`config.mk`:
```
export PLATFORM = sky130hd
export DESIGN_NAME = markup_forbidden_pattern_scanner
export DESIGN_NICKNAME = d
export VERILOG_FILES = /design/src/rtl/mfps_pkg.sv /design/src/rtl/mfps_cell.sv /design/src/rtl/markup_forbidden_pattern_scanner.sv
export SDC_FILE = /design/constraint.sdc
export NUM_CORES = 1
export LEC_CHECK = 0
export ABC_AREA = 1
export CAP_MARGIN = 20
export CORE_MARGIN = 3
export CORE_UTILIZATION = 40
export CTS_BUF_LIST = sky130_fd_sc_hd__clkbuf_4 sky130_fd_sc_hd__clkbuf_8 sky130_fd_sc_hd__clkbuf_16
export CTS_CLUSTER_SIZE = 28
export DETAILED_ROUTE_END_ITERATION = 8
export DONT_BUFFER_PORTS = 1
export GPL_TIMING_DRIVEN = 0
export SLEW_MARGIN = 20
export SYNTH_ARGS = -nofsm -noshare
export SYNTH_HDL_FRONTEND = slang
export SYNTH_SLANG_ARGS = --single-unit
```
`constraint.sdc`:
```
create_clock -name clk_i -period 3 [get_ports clk_i]
set_input_delay 0.3 -clock clk_i [delete_from_list [all_inputs] [get_ports clk_i]]
set_output_delay 0.3 -clock clk_i [all_outputs]
set_load 0.01 [all_outputs]
```
`src/rtl/mfps_pkg.sv`:
```
// ----------------------------------------------------------------------------
// Forbidden pattern scanner package
// Pattern table, reason codes and the byte folding function used by the top
// level, and the cell control type shared with the scanner cells.
// ----------------------------------------------------------------------------
package mfps_pkg;

  // Number of previous bytes held in the window.
  localparam int unsigned WinDepth   = 13;
  // The window plus the current byte.
  localparam int unsigned HistBytes  = WinDepth + 1;
  localparam int unsigned HistW      = 8 * HistBytes;

  // The https forms are left out: the http form always completes one byte
  // earlier and carries the same reason.
  localparam int unsigned NumPat     = 16;
  localparam int unsigned NumForbid  = 14;
  localparam int unsigned BitSvgOpen = 14;
  localparam int unsigned BitSvgClose = 15;

  // Verdict reason codes.
  typedef enum logic [3:0] {
    RSN_SAFE          = 4'd0,
    RSN_SCRIPT        = 4'd1,
    RSN_SCRIPT_CLOSE  = 4'd2,
    RSN_HTTP_HREF     = 4'd3,
    RSN_XLINK         = 4'd4,
    RSN_URL           = 4'd5,
    RSN_FOREIGN       = 4'd6,
    RSN_ONCLICK       = 4'd7,
    RSN_ONLOAD        = 4'd8,
    RSN_ONERROR       = 4'd9,
    RSN_ONMOUSEOVER   = 4'd10,
    RSN_NAN           = 4'd11,
    RSN_INFINITY      = 4'd12,
    RSN_INF           = 4'd13,
    RSN_MISSING_SVG   = 4'd14
  } reason_e;

  // Control that every window cell receives.
  typedef struct packed {
    logic shift;
    logic clear;
  } cell_ctrl_t;

  // Pattern text, right aligned: the last character sits in the low byte.
  localparam logic [HistW-1:0] PatText [NumPat] = '{
    HistW'("<script"),
    HistW'("</script"),
    HistW'("href=\"http"),
    HistW'("href='http"),
    HistW'("xlink:href"),
    HistW'("url("),
    HistW'("<foreignobject"),
    HistW'("onclick="),
    HistW'("onload="),
    HistW'("onerror="),
    HistW'("onmouseover="),
    HistW'("nan"),
    HistW'("infinity"),
    HistW'("inf"),
    HistW'("<svg"),
    HistW'("</svg>")
  };

  localparam int unsigned PatLen [NumPat] = '{
    7, 8, 10, 10, 10, 4, 14, 8, 7, 8, 12, 3, 8, 3, 4, 6
  };

  localparam reason_e PatCode [NumForbid] = '{
    RSN_SCRIPT, RSN_SCRIPT_CLOSE, RSN_HTTP_HREF, RSN_HTTP_HREF, RSN_XLINK,
    RSN_URL, RSN_FOREIGN, RSN_ONCLICK, RSN_ONLOAD, RSN_ONERROR,
    RSN_ONMOUSEOVER, RSN_NAN, RSN_INFINITY, RSN_INF
  };

  // Fold ASCII upper case letters to lower case; all other bytes pass.
  function automatic logic [7:0] fold_lower(input logic [7:0] c);
    logic [7:0] r;
    r = c;
    if (c >= 8'h41 && c <= 8'h5A) begin
      r = c + 8'd32;
    end
    return r;
  endfunction

  // Mask that selects the newest len bytes of the history word.
  function automatic logic [HistW-1:0] byte_mask(input int unsigned len);
    logic [HistW-1:0] m;
    m = '0;
    for (int unsigned i = 0; i < HistBytes; i++) begin
      if (i < len) begin
        m[8*i +: 8] = 8'hFF;
      end
    end
    return m;
  endfunction

endpackage

```
`src/rtl/mfps_cell.sv`:
```
// ----------------------------------------------------------------------------
// Window cell
// Holds one folded byte of the recent text and hands it to the next cell
// each time a byte is taken in; a clear returns it to zero.
// ----------------------------------------------------------------------------
module mfps_cell (
  input  logic                clk_i,
  input  logic                rst_ni,
  input  mfps_pkg::cell_ctrl_t ctrl_i,
  input  logic [7:0]          byte_i,
  output logic [7:0]          byte_o
);
  import mfps_pkg::*;

  logic [7:0] byte_d;
  logic [7:0] byte_q;

  // Zero matches no pattern, so a cleared cell never contributes a hit.
  always_comb begin
    byte_d = byte_q;
    if (ctrl_i.clear) begin
      byte_d = 8'h00;
    end else if (ctrl_i.shift) begin
      byte_d = byte_i;
    end
  end

  always_ff @(posedge clk_i or negedge rst_ni) begin
    if (!rst_ni) begin
      byte_q <= 8'h00;
    end else begin
      byte_q <= byte_d;
    end
  end

  assign byte_o = byte_q;

endmodule

```
`src/rtl/markup_forbidden_pattern_scanner.sv`:
```
// ----------------------------------------------------------------------------
// Markup forbidden pattern scanner
// Folds each text byte to lower case, matches all patterns in parallel on a
// chain of window cells and gives one verdict per text on its last byte.
// ----------------------------------------------------------------------------
// Throughput: one byte per cycle while the input is not stalled; every pattern
//   compare runs on the window in the cycle the byte is taken in.
// Output: the verdict is registered and appears in the cycle after the last
//   byte of a text is taken in.
// Reset: clears the window cells, the seen flags and the output valid.
module markup_forbidden_pattern_scanner (
  input  logic       clk_i,
  input  logic       rst_ni,
  input  logic       in_valid_i,
  output logic       in_stall_o,
  input  logic [7:0] text_byte_i,
  input  logic       last_byte_i,
  output logic       out_valid_o,
  input  logic       out_stall_i,
  output logic       is_safe_o,
  output logic [3:0] reason_code_o
);
  import mfps_pkg::*;

  logic                  in_acc;
  logic [7:0]            cur_byte;
  logic [7:0]            win [WinDepth];
  logic [HistW-1:0]      hist;
  logic [NumPat-1:0]     hit;
  logic [NumPat-1:0]     seen_d;
  logic [NumPat-1:0]     seen_q;
  cell_ctrl_t            cell_ctrl;
  reason_e               verdict_code;
  logic                  verdict_safe;
  logic                  out_valid_d;
  logic                  out_valid_q;
  logic                  is_safe_q;
  reason_e               reason_q;

  // A transaction is taken whenever the output register is free or drains.
  assign in_stall_o = out_valid_q && out_stall_i;
  assign in_acc     = in_valid_i && !in_stall_o;
  assign cur_byte   = fold_lower(text_byte_i);

  assign cell_ctrl.shift = in_acc;
  assign cell_ctrl.clear = in_acc && last_byte_i;

  // Chain of window cells, newest byte in cell zero.
  for (genvar i = 0; i < WinDepth; i++) begin : g_cell
    if (i == 0) begin : g_head
      mfps_cell u_cell (
        .clk_i  (clk_i),
        .rst_ni (rst_ni),
        .ctrl_i (cell_ctrl),
        .byte_i (cur_byte),
        .byte_o (win[i])
      );
    end else begin : g_body
      mfps_cell u_cell (
        .clk_i  (clk_i),
        .rst_ni (rst_ni),
        .ctrl_i (cell_ctrl),
        .byte_i (win[i-1]),
        .byte_o (win[i])
      );
    end
    assign hist[8*(i+1) +: 8] = win[i];
  end
  assign hist[7:0] = cur_byte;

  // Parallel compare of every pattern that ends on the current byte.
  always_comb begin
    for (int unsigned p = 0; p < NumPat; p++) begin
      hit[p] = ((hist ^ PatText[p]) & byte_mask(PatLen[p])) == '0;
    end
  end

  assign seen_d = seen_q | hit;

  // The forbidden pattern seen that stands first in the table sets the verdict; with none, the svg tag check decides.
  always_comb begin
    verdict_safe = 1'b0;
    verdict_code = RSN_MISSING_SVG;
    if (seen_d[BitSvgOpen] && seen_d[BitSvgClose]) begin
      verdict_safe = 1'b1;
      verdict_code = RSN_SAFE;
    end
    for (int k = NumForbid - 1; k >= 0; k--) begin
      if (seen_d[k]) begin
        verdict_safe = 1'b0;
        verdict_code = PatCode[k];
      end
    end
  end

  // Seen flags collect over a text and clear after its verdict.
  always_ff @(posedge clk_i or negedge rst_ni) begin
    if (!rst_ni) begin
      seen_q <= '0;
    end else if (in_acc) begin
      seen_q <= last_byte_i ? '0 : seen_d;
    end
  end

  // Output register valid.
  always_comb begin
    out_valid_d = out_valid_q && out_stall_i;
    if (in_acc && last_byte_i) begin
      out_valid_d = 1'b1;
    end
  end

  always_ff @(posedge clk_i or negedge rst_ni) begin
    if (!rst_ni) begin
      out_valid_q <= 1'b0;
    end else begin
      out_valid_q <= out_valid_d;
    end
  end

  // Output register payload.
  always_ff @(posedge clk_i) begin
    if (in_acc && last_byte_i) begin
      is_safe_q <= verdict_safe;
      reason_q  <= verdict_code;
    end
  end

  assign out_valid_o   = out_valid_q;
  assign is_safe_o     = is_safe_q;
  assign reason_code_o = reason_q;

  // A verdict is presented in the cycle after the last byte is taken.
  a_verdict_follows: assert property (@(posedge clk_i) disable iff (!rst_ni)
    in_acc && last_byte_i |=> out_valid_o)
    else $error("verdict missing after last byte");

  // The flags start over after each text.
  a_flags_cleared: assert property (@(posedge clk_i) disable iff (!rst_ni)
    in_acc && last_byte_i |=> seen_q == '0)
    else $error("seen flags not cleared after verdict");

  // A safe verdict always carries the safe reason.
  a_safe_code: assert property (@(posedge clk_i) disable iff (!rst_ni)
    out_valid_o && is_safe_o |-> reason_code_o == RSN_SAFE)
    else $error("safe verdict with a reason code");

  // Input only stalls on a pending verdict.
  a_stall_cause: assert property (@(posedge clk_i) disable iff (!rst_ni)
    in_stall_o |-> out_valid_o)
    else $error("input stalled with an empty output register");

endmodule
```
# Word level (Yosys, flattened, before mapping)
# Index checks and enable logic that the tools add are counted.
[word_totals]
reg_bits = 126
input_bits = 13
out_inout_bits = 7
word_cells = 109
[op_classes]
addsub = 1
magnitude_cmp = 2
mux = 44
bitwise = 17
reduce_logical = 26
[op_table]
columns = ["cell", "count"]
rows = [
  ["logical NOT 112 bit", 16],
  ["2-to-1 mux 8 bit", 27],
  ["NOT 38 bit", 2],
  ["NOT 61 bit", 1],
  ["NOT 60 bit", 1],
  ["NOT 41 bit", 1],
  ["NOT 37 bit", 1],
  ["NOT 36 bit", 1],
  ["NOT 35 bit", 1],
  ["NOT 33 bit", 1],
  ["NOT 32 bit", 1],
  ["NOT 29 bit", 1],
  ["2-to-1 mux 4 bit", 7],
  ["NOT 28 bit", 1],
  ["NOT 13 bit", 2],
  ["NOT 19 bit", 1],
  ["2-to-1 mux 16 bit", 1],
  ["bitwise OR 16 bit", 1],
  ["NOT 15 bit", 1],
  ["OR reduction 14 bit", 1],
  ["2-to-1 mux 3 bit", 4],
  ["adder 8 x 6 -> 8 bit (second input constant)", 1],
  ["greater-or-equal comparator 8 x 7 -> 1 bit (second input constant)", 1],
  ["<= comparator 8 x 7 -> 1 bit (second input constant)", 1],
  ["other kinds (7)", 14],
]

# Depth between registers and ports, before layout
[logic_depth]
word_depth = 21
ltp_mapped = 24
ltp_nobuf = 24

# Modules after synthesis
# From an unflattened synthesis, not the netlist that was laid out.
[unflattened]
cells_unflattened = 933
hier_area_um2 = 7046.8
[by_module_without_submodules]
columns = ["module", "instances", "cells_each", "area_per_inst_um2", "seq_area_each_um2"]
rows = [
  ["mfps_cell", 13, 35, 335.3, 200.2],
  ["markup_forbidden_pattern_scanner", 1, 478, 2687.6, 575.6],
]

# Worst setup path before layout
# OpenSTA, ideal clock, no wires.
[synth_timing]
path_kind = "reg-to-reg"
from = "reg g_cell[2].g_body.u_cell.byte_q[7]"
to = "reg reason_q[3], in the netlist reason_code_o[3] (data pin)"
setup_ns = 0.256
arrival_time_ns = 1.838
required_time_ns = 2.744
slack_ns = 0.907
stages_incl_launch_ff = 14
n_path_buf = 0
period_less_slack_ns = 2.093
cell_sequence = "dfrtp_1 -> inv_1 -> nand2_1 -> nor3_1 -> and3_1 -> nand3_1 -> nor2_1 -> nand3_1 -> or3_1 -> nand2_1 -> nor2_1 -> nor3b_4 -> nand3_1 -> nor2_1"
[synth_between]
elab_chain_len = 10
word_cells_on_any_way = 24
classes_between = "mux: 7; bitwise: 1; reduce/logical: 16"
[synth_rtl]
columns = ["element", "line_no", "source"]
rows = [
  ["start: declaration", "mfps_cell.sv:16", "logic [7:0] byte_q;"],
  ["start signal: assignment", "mfps_cell.sv:32", "byte_q <= byte_d;"],
  ["logical NOT 112 bit", "markup_forbidden_pattern_scanner.sv:74", "hit[p] = ((hist ^ PatText[p]) & byte_mask(PatLen[p])) == '0;"],
  ["bitwise OR 16 bit *", "markup_forbidden_pattern_scanner.sv:78", "assign seen_d = seen_q | hit;"],
  ["logical AND 1 bit", "markup_forbidden_pattern_scanner.sv:84", "if (seen_d[BitSvgOpen] && seen_d[BitSvgClose]) begin"],
  ["2-to-1 mux 4 bit", "markup_forbidden_pattern_scanner.sv:84", ""],
  ["2-to-1 mux 4 bit (6 in a row)", "markup_forbidden_pattern_scanner.sv:89", "if (seen_d[k]) begin"],
  ["end signal: assignment", "markup_forbidden_pattern_scanner.sv:125", "reason_q <= verdict_code;"],
  ["end: declaration", "markup_forbidden_pattern_scanner.sv:38", "reason_e reason_q;"],
]
# Every way passes the cells marked *; elsewhere a longest branch is shown, timed or not.
# A chain may end at the register's enable or synchronous reset.

# Worst setup path after layout
[layout_timing]
from = "reg g_cell[5].g_body.u_cell.byte_q[7]"
to = "reg reason_q[0], in the netlist reason_code_o[0] (data pin)"
[layout_between]
elab_chain_len = 14
word_cells_on_any_way = 24
classes_between = "mux: 12; bitwise: 1; reduce/logical: 11"
[layout_rtl]
columns = ["element", "line_no"]
rows = [
  ["start: declaration", "mfps_cell.sv:16"],
  ["start signal: assignment", "mfps_cell.sv:32"],
  ["logical NOT 112 bit", "markup_forbidden_pattern_scanner.sv:74"],
  ["bitwise OR 16 bit *", "markup_forbidden_pattern_scanner.sv:78"],
  ["2-to-1 mux 4 bit (5 in a row)", "markup_forbidden_pattern_scanner.sv:89"],
  ["2-to-1 mux 3 bit (4 in a row)", "markup_forbidden_pattern_scanner.sv:89"],
  ["2-to-1 mux 2 bit (3 in a row)", "markup_forbidden_pattern_scanner.sv:89"],
]
# Marks and branches as above.

==> impl.org <==
** Power
- P per Cell Area :: approximately 570 mW/mm^2
- Leakage power summed over all cells :: a little under 3 nW
- The worst-case IR drop observed on VDD is roughly 0.43 mV.
- Total power for the finished layout comes to 0.00405 W.

** Critical path
- The worst register-to-register path begins at g_cell[5].g_body.u_cell.byte_o[7].
- Depth of the most critical reg-to-reg path :: 22
- Crit Path Max Fanout :: 4
- Crit-path cells :: inv_1, nand2_1, nor2_2, nand3_1, nor2_1, nand2_1, nor2_1, nand3_1, nand2_1, inv_2, nand2_1, nand2_1, nand2_1, nand2_1, nand2_1, nand2_1, nand2_1, nand2_1, nand2_1, nand2_1, nand2_1, nand2_1
- STA puts the critical path data arrival time at around 2900 ps.
- STA classifies the critical path startpoint as a flip-flop.
- WP data required :: about 3200 ps
- Crit path kind :: reg -> reg
- In this design, the stage delay of the slowest critical-path cell is 370 ps.
- The slowest stage of the critical path belongs to the cell dfrtp_1.
- In this run the register-to-register setup slack is ~280 ps.
- Most common cell type on the critical path :: nand2_1
- Kind of capture point of the worst setup path :: flip-flop
- In this run the critical register-to-register path is captured at reason_code_o[0].

** Synth
- Net count of the mapped netlist :: 780
- The cell area that synthesis handed to floorplanning was ~0.0063 sq mm.
- Part of the Yosys area used for sequential elements :: 50.8%
- Synthesized-area fraction occupied by xor and xnor cells :: 0%
- Of the total synthesized cell area, the portion taken by full adders, half adders and majority gates is less than 1%.
- Main area contributors after synthesis :: dfrtp_1 48%, o22ai_1 9.6%, inv_1 8.1%
- After synthesis, the largest family of logic cells by area is simple AND/OR/NAND/NOR gates.
- The synthesized netlist contains 33 unique library cells.
- Counting every instance in the synthesized netlist gives 766.
- Multiplexer area fraction after synthesis :: 0%
- Flip-flop and latch count after synthesis :: 126
- Summing the areas of all and, or, nand and nor instances in the mapped netlist gives 26.1% of the synthesized area.
- Summing the areas of all compound-gate instances in the mapped netlist gives about an eighth of the synthesized area.
- Synthesized area divided by synthesized cell count :: roughly 8 sq um
- Of all cell types, the one taking the most synthesized area is dfrtp_1.
- Area share of the largest cell type after synthesis :: between 40% and 50%
- For this run, the number of Yosys warnings is 0.

** Cells and area
- The library cell used most frequently in the layout, excluding fill and tap cells, is inv_1.
- From synthesis to final layout, the design area changed by 13.7%.
- After the last flow step, the layout net total stands at 800.
- Of the cells placed in the final design, the portion with a size suffix greater than 1 is under 10%.
- Leading cell types in the layout, fill and taps excluded :: 135 x inv_1, 121 x dfrtp_1, 100 x nand2_1
- 0 antenna diodes ended up in the layout.

** Detailed routing
- Overall via count from detail_route :: around 5600
- Once detail routing completed, the nets flagged for antenna violations numbered 0.
- In the routed design, unresolved DRC markers number 0.
- Wires add up to ~19 mm.
- Post-detailed-route wirelength per cell :: around 19 microns
- Before antenna repair, the detailed router went through 8 iterations.
- After detailed routing, the number of vias per cell comes to 5.60.
- The detailed router finished its first iteration with 552 violations.

** Floorplan
- Std cell rows :: 45
- Die Outline Area :: 0.0172 sq mm
- Number of primary I/O pins :: 20
- Vertical die dimension :: roughly 130 microns
- Core Box Area :: 0.0153 sq mm
- Once the floorplan was initialized, standard cells occupied between 40% and 50% of the core.
- The floorplan step set the die width to 131 microns.

** Timing
- The final-report max-slew violation count is 0.
- Final critical-path required period :: between 2000 and 3000 ps
- Setup repair after global routing left no endpoint under its margin.
- Final hold violation count :: ~120
- Sum of negative setup slack :: 0 ps
- Worst clock skew :: approximately 9 ps
- Final worst hold slack :: -418 ps
- At the pin with the least slew margin, the transition time is about 730 ps.
- Count of final setup violators :: 0
- Top achievable clock speed :: ~370 MHz
- The worst pin sits at a relative slew slack of slightly above 50%.
- Fraction of the cycle the final worst path needs :: between 90% and 100%

** Global route
- Pin count of the biggest net entering global routing :: roughly 120
- Vias in the first global route :: roughly 5500
- GRT Residual Overflow :: 0
- The initial antenna violation count came to 0.
- In the global route stage, overall resource usage came out at approximately a quarter.
- The first global-routing pass estimated just over 30 mm of wire.

** Min path
- Hold Path Class :: in -> async

** Placed design
- HPWL Detailed :: roughly 15 mm
- Quantity of I/O buffers inserted on ports :: 0
- Routability-driven placement finished with a final weighted congestion of around 0.99.

** Outcome
- Result of the run :: complete, but fails checks
- Violations in the final reports :: negative hold slack

** Clock tree
- CTS built an H-tree with a depth of 4.
- TritonCTS clock tree :: built
- Largest buffer count on any clock path :: 2
- Post-CTS Repair Setup Buffers :: 0
- For the worst-skew pair, the clock arrives at the later sink with an insertion delay of about 420 ps.
- Clock tree synthesis inserted a total of 17 buffers.
- CTS placed an instance of clkbuf_16 at the clock tree root.
- Clock-pin slew was measured on the worst setup and hold paths at around 50 ps.
- CTS sink cnt :: ~130

** Run
- Max capacitance violation total :: 0
-- how the worst max path moves through the flow --
stage                     slack, ps                               from          endpoint
after global placement          150  g_cell[2].g_body.u_cell.byte_o[7]  reason_code_o[0]
after CTS                       140  g_cell[3].g_body.u_cell.byte_o[7]  reason_code_o[0]
after global routing            100  g_cell[2].g_body.u_cell.byte_o[7]  reason_code_o[0]
after floorplan                 910  g_cell[2].g_body.u_cell.byte_o[7]  reason_code_o[3]
after detailed placement        160  g_cell[3].g_body.u_cell.byte_o[7]         is_safe_o
final                           280  g_cell[5].g_body.u_cell.byte_o[7]  reason_code_o[0]
-- worst max-delay path, delay by kind of cell (launching register included) --
family,cells,cell delay [ps]
buffers and inverters,2,140
AND/OR/NAND/NOR,20,1940
flip-flops,1,370
-- metrics by stage --
step	utilization [%]	area, sq um	worst slack, ps	instances
after detailed placement	42.7	6520	159	977
after global placement	42.7	6520	150	977
after floorplan	-	6250	907	766
final	46.6	7110	278	1009
after CTS	46.4	7070	142	1008
after global routing	46.6	7110	104	1009
-- state kept, by name, summed over array words and instances, names as in the netlist --
register	flops
g_cell.g_body.u_cell.byte_o	96
out_valid_o	1
g_cell.g_head.u_cell.byte_o	8
reason_code_o	4
seen_q	16
is_safe_o	1
-- cell usage after synthesis, drive strengths merged --
cell	number
inv	147
dfrtp	121
nand2	106
o22ai	96
nor2	80
nand3	53
nor3	43
nand4	30
clkbuf	21
nor4	21
o21ai	16
a21oi	8
a211oi	5
edfxtp	5
buf	3
nand3b	3
nor3b	2
a21boi	1
a31oi	1
and3	1
ha	1
o31ai	1
or3	1
-- power breakdown --
| group | leakage, nW | switching (W) | total (W) | internal [W] |
|---|---|---|---|---|
| Clock | 0.277 | 0.000727 | 0.00194 | 0.00122 |
| Sequential | 1.71 | 0.0000433 | 0.00180 | 0.00176 |
| Combinational | 0.929 | 0.000232 | 0.000305 | 0.0000728 |
-- kinds of logic after synthesis --
logic type / Yosys count
and+or+nand+nor: 340
buffers and inverters: 171
AOI/OAI and AO/OA: 128
DFF: 126
adders and majority gates: 1
-- per-layer routing --
layer / routed length, microns / track usage, % / up-vias / part of all wire (%)
li1: - / - / 2656 / -
met1: 8640 / 32.0 / 2723 / 45
met2: 8700 / 36.7 / 231 / 45
met3: 1470 / 5.89 / 39 / 7.6
met4: 472 / 8.77 / 0 / 2.4
met5: 0 / 0 / - / 0
-- repair_timing --
| item | CTS | global route |
|---|---|---|
| hold endpoints to repair | 121 | 121 |
| setup endpoints to repair | 0 | 3 |
| resized for setup | 0 | 6 |
-- final cells by class --
cell class,instances,area (sq um)
tap,211,264
fill,1528,8150
buffer,24,90.1
clock buffer,24,490
multi-input combinational,469,2460
inverter,147,552
sequential,126,3180
clock inverter,7,65.1
timing repair buffer,1,7.51
(Power assumes the default switching activity.)
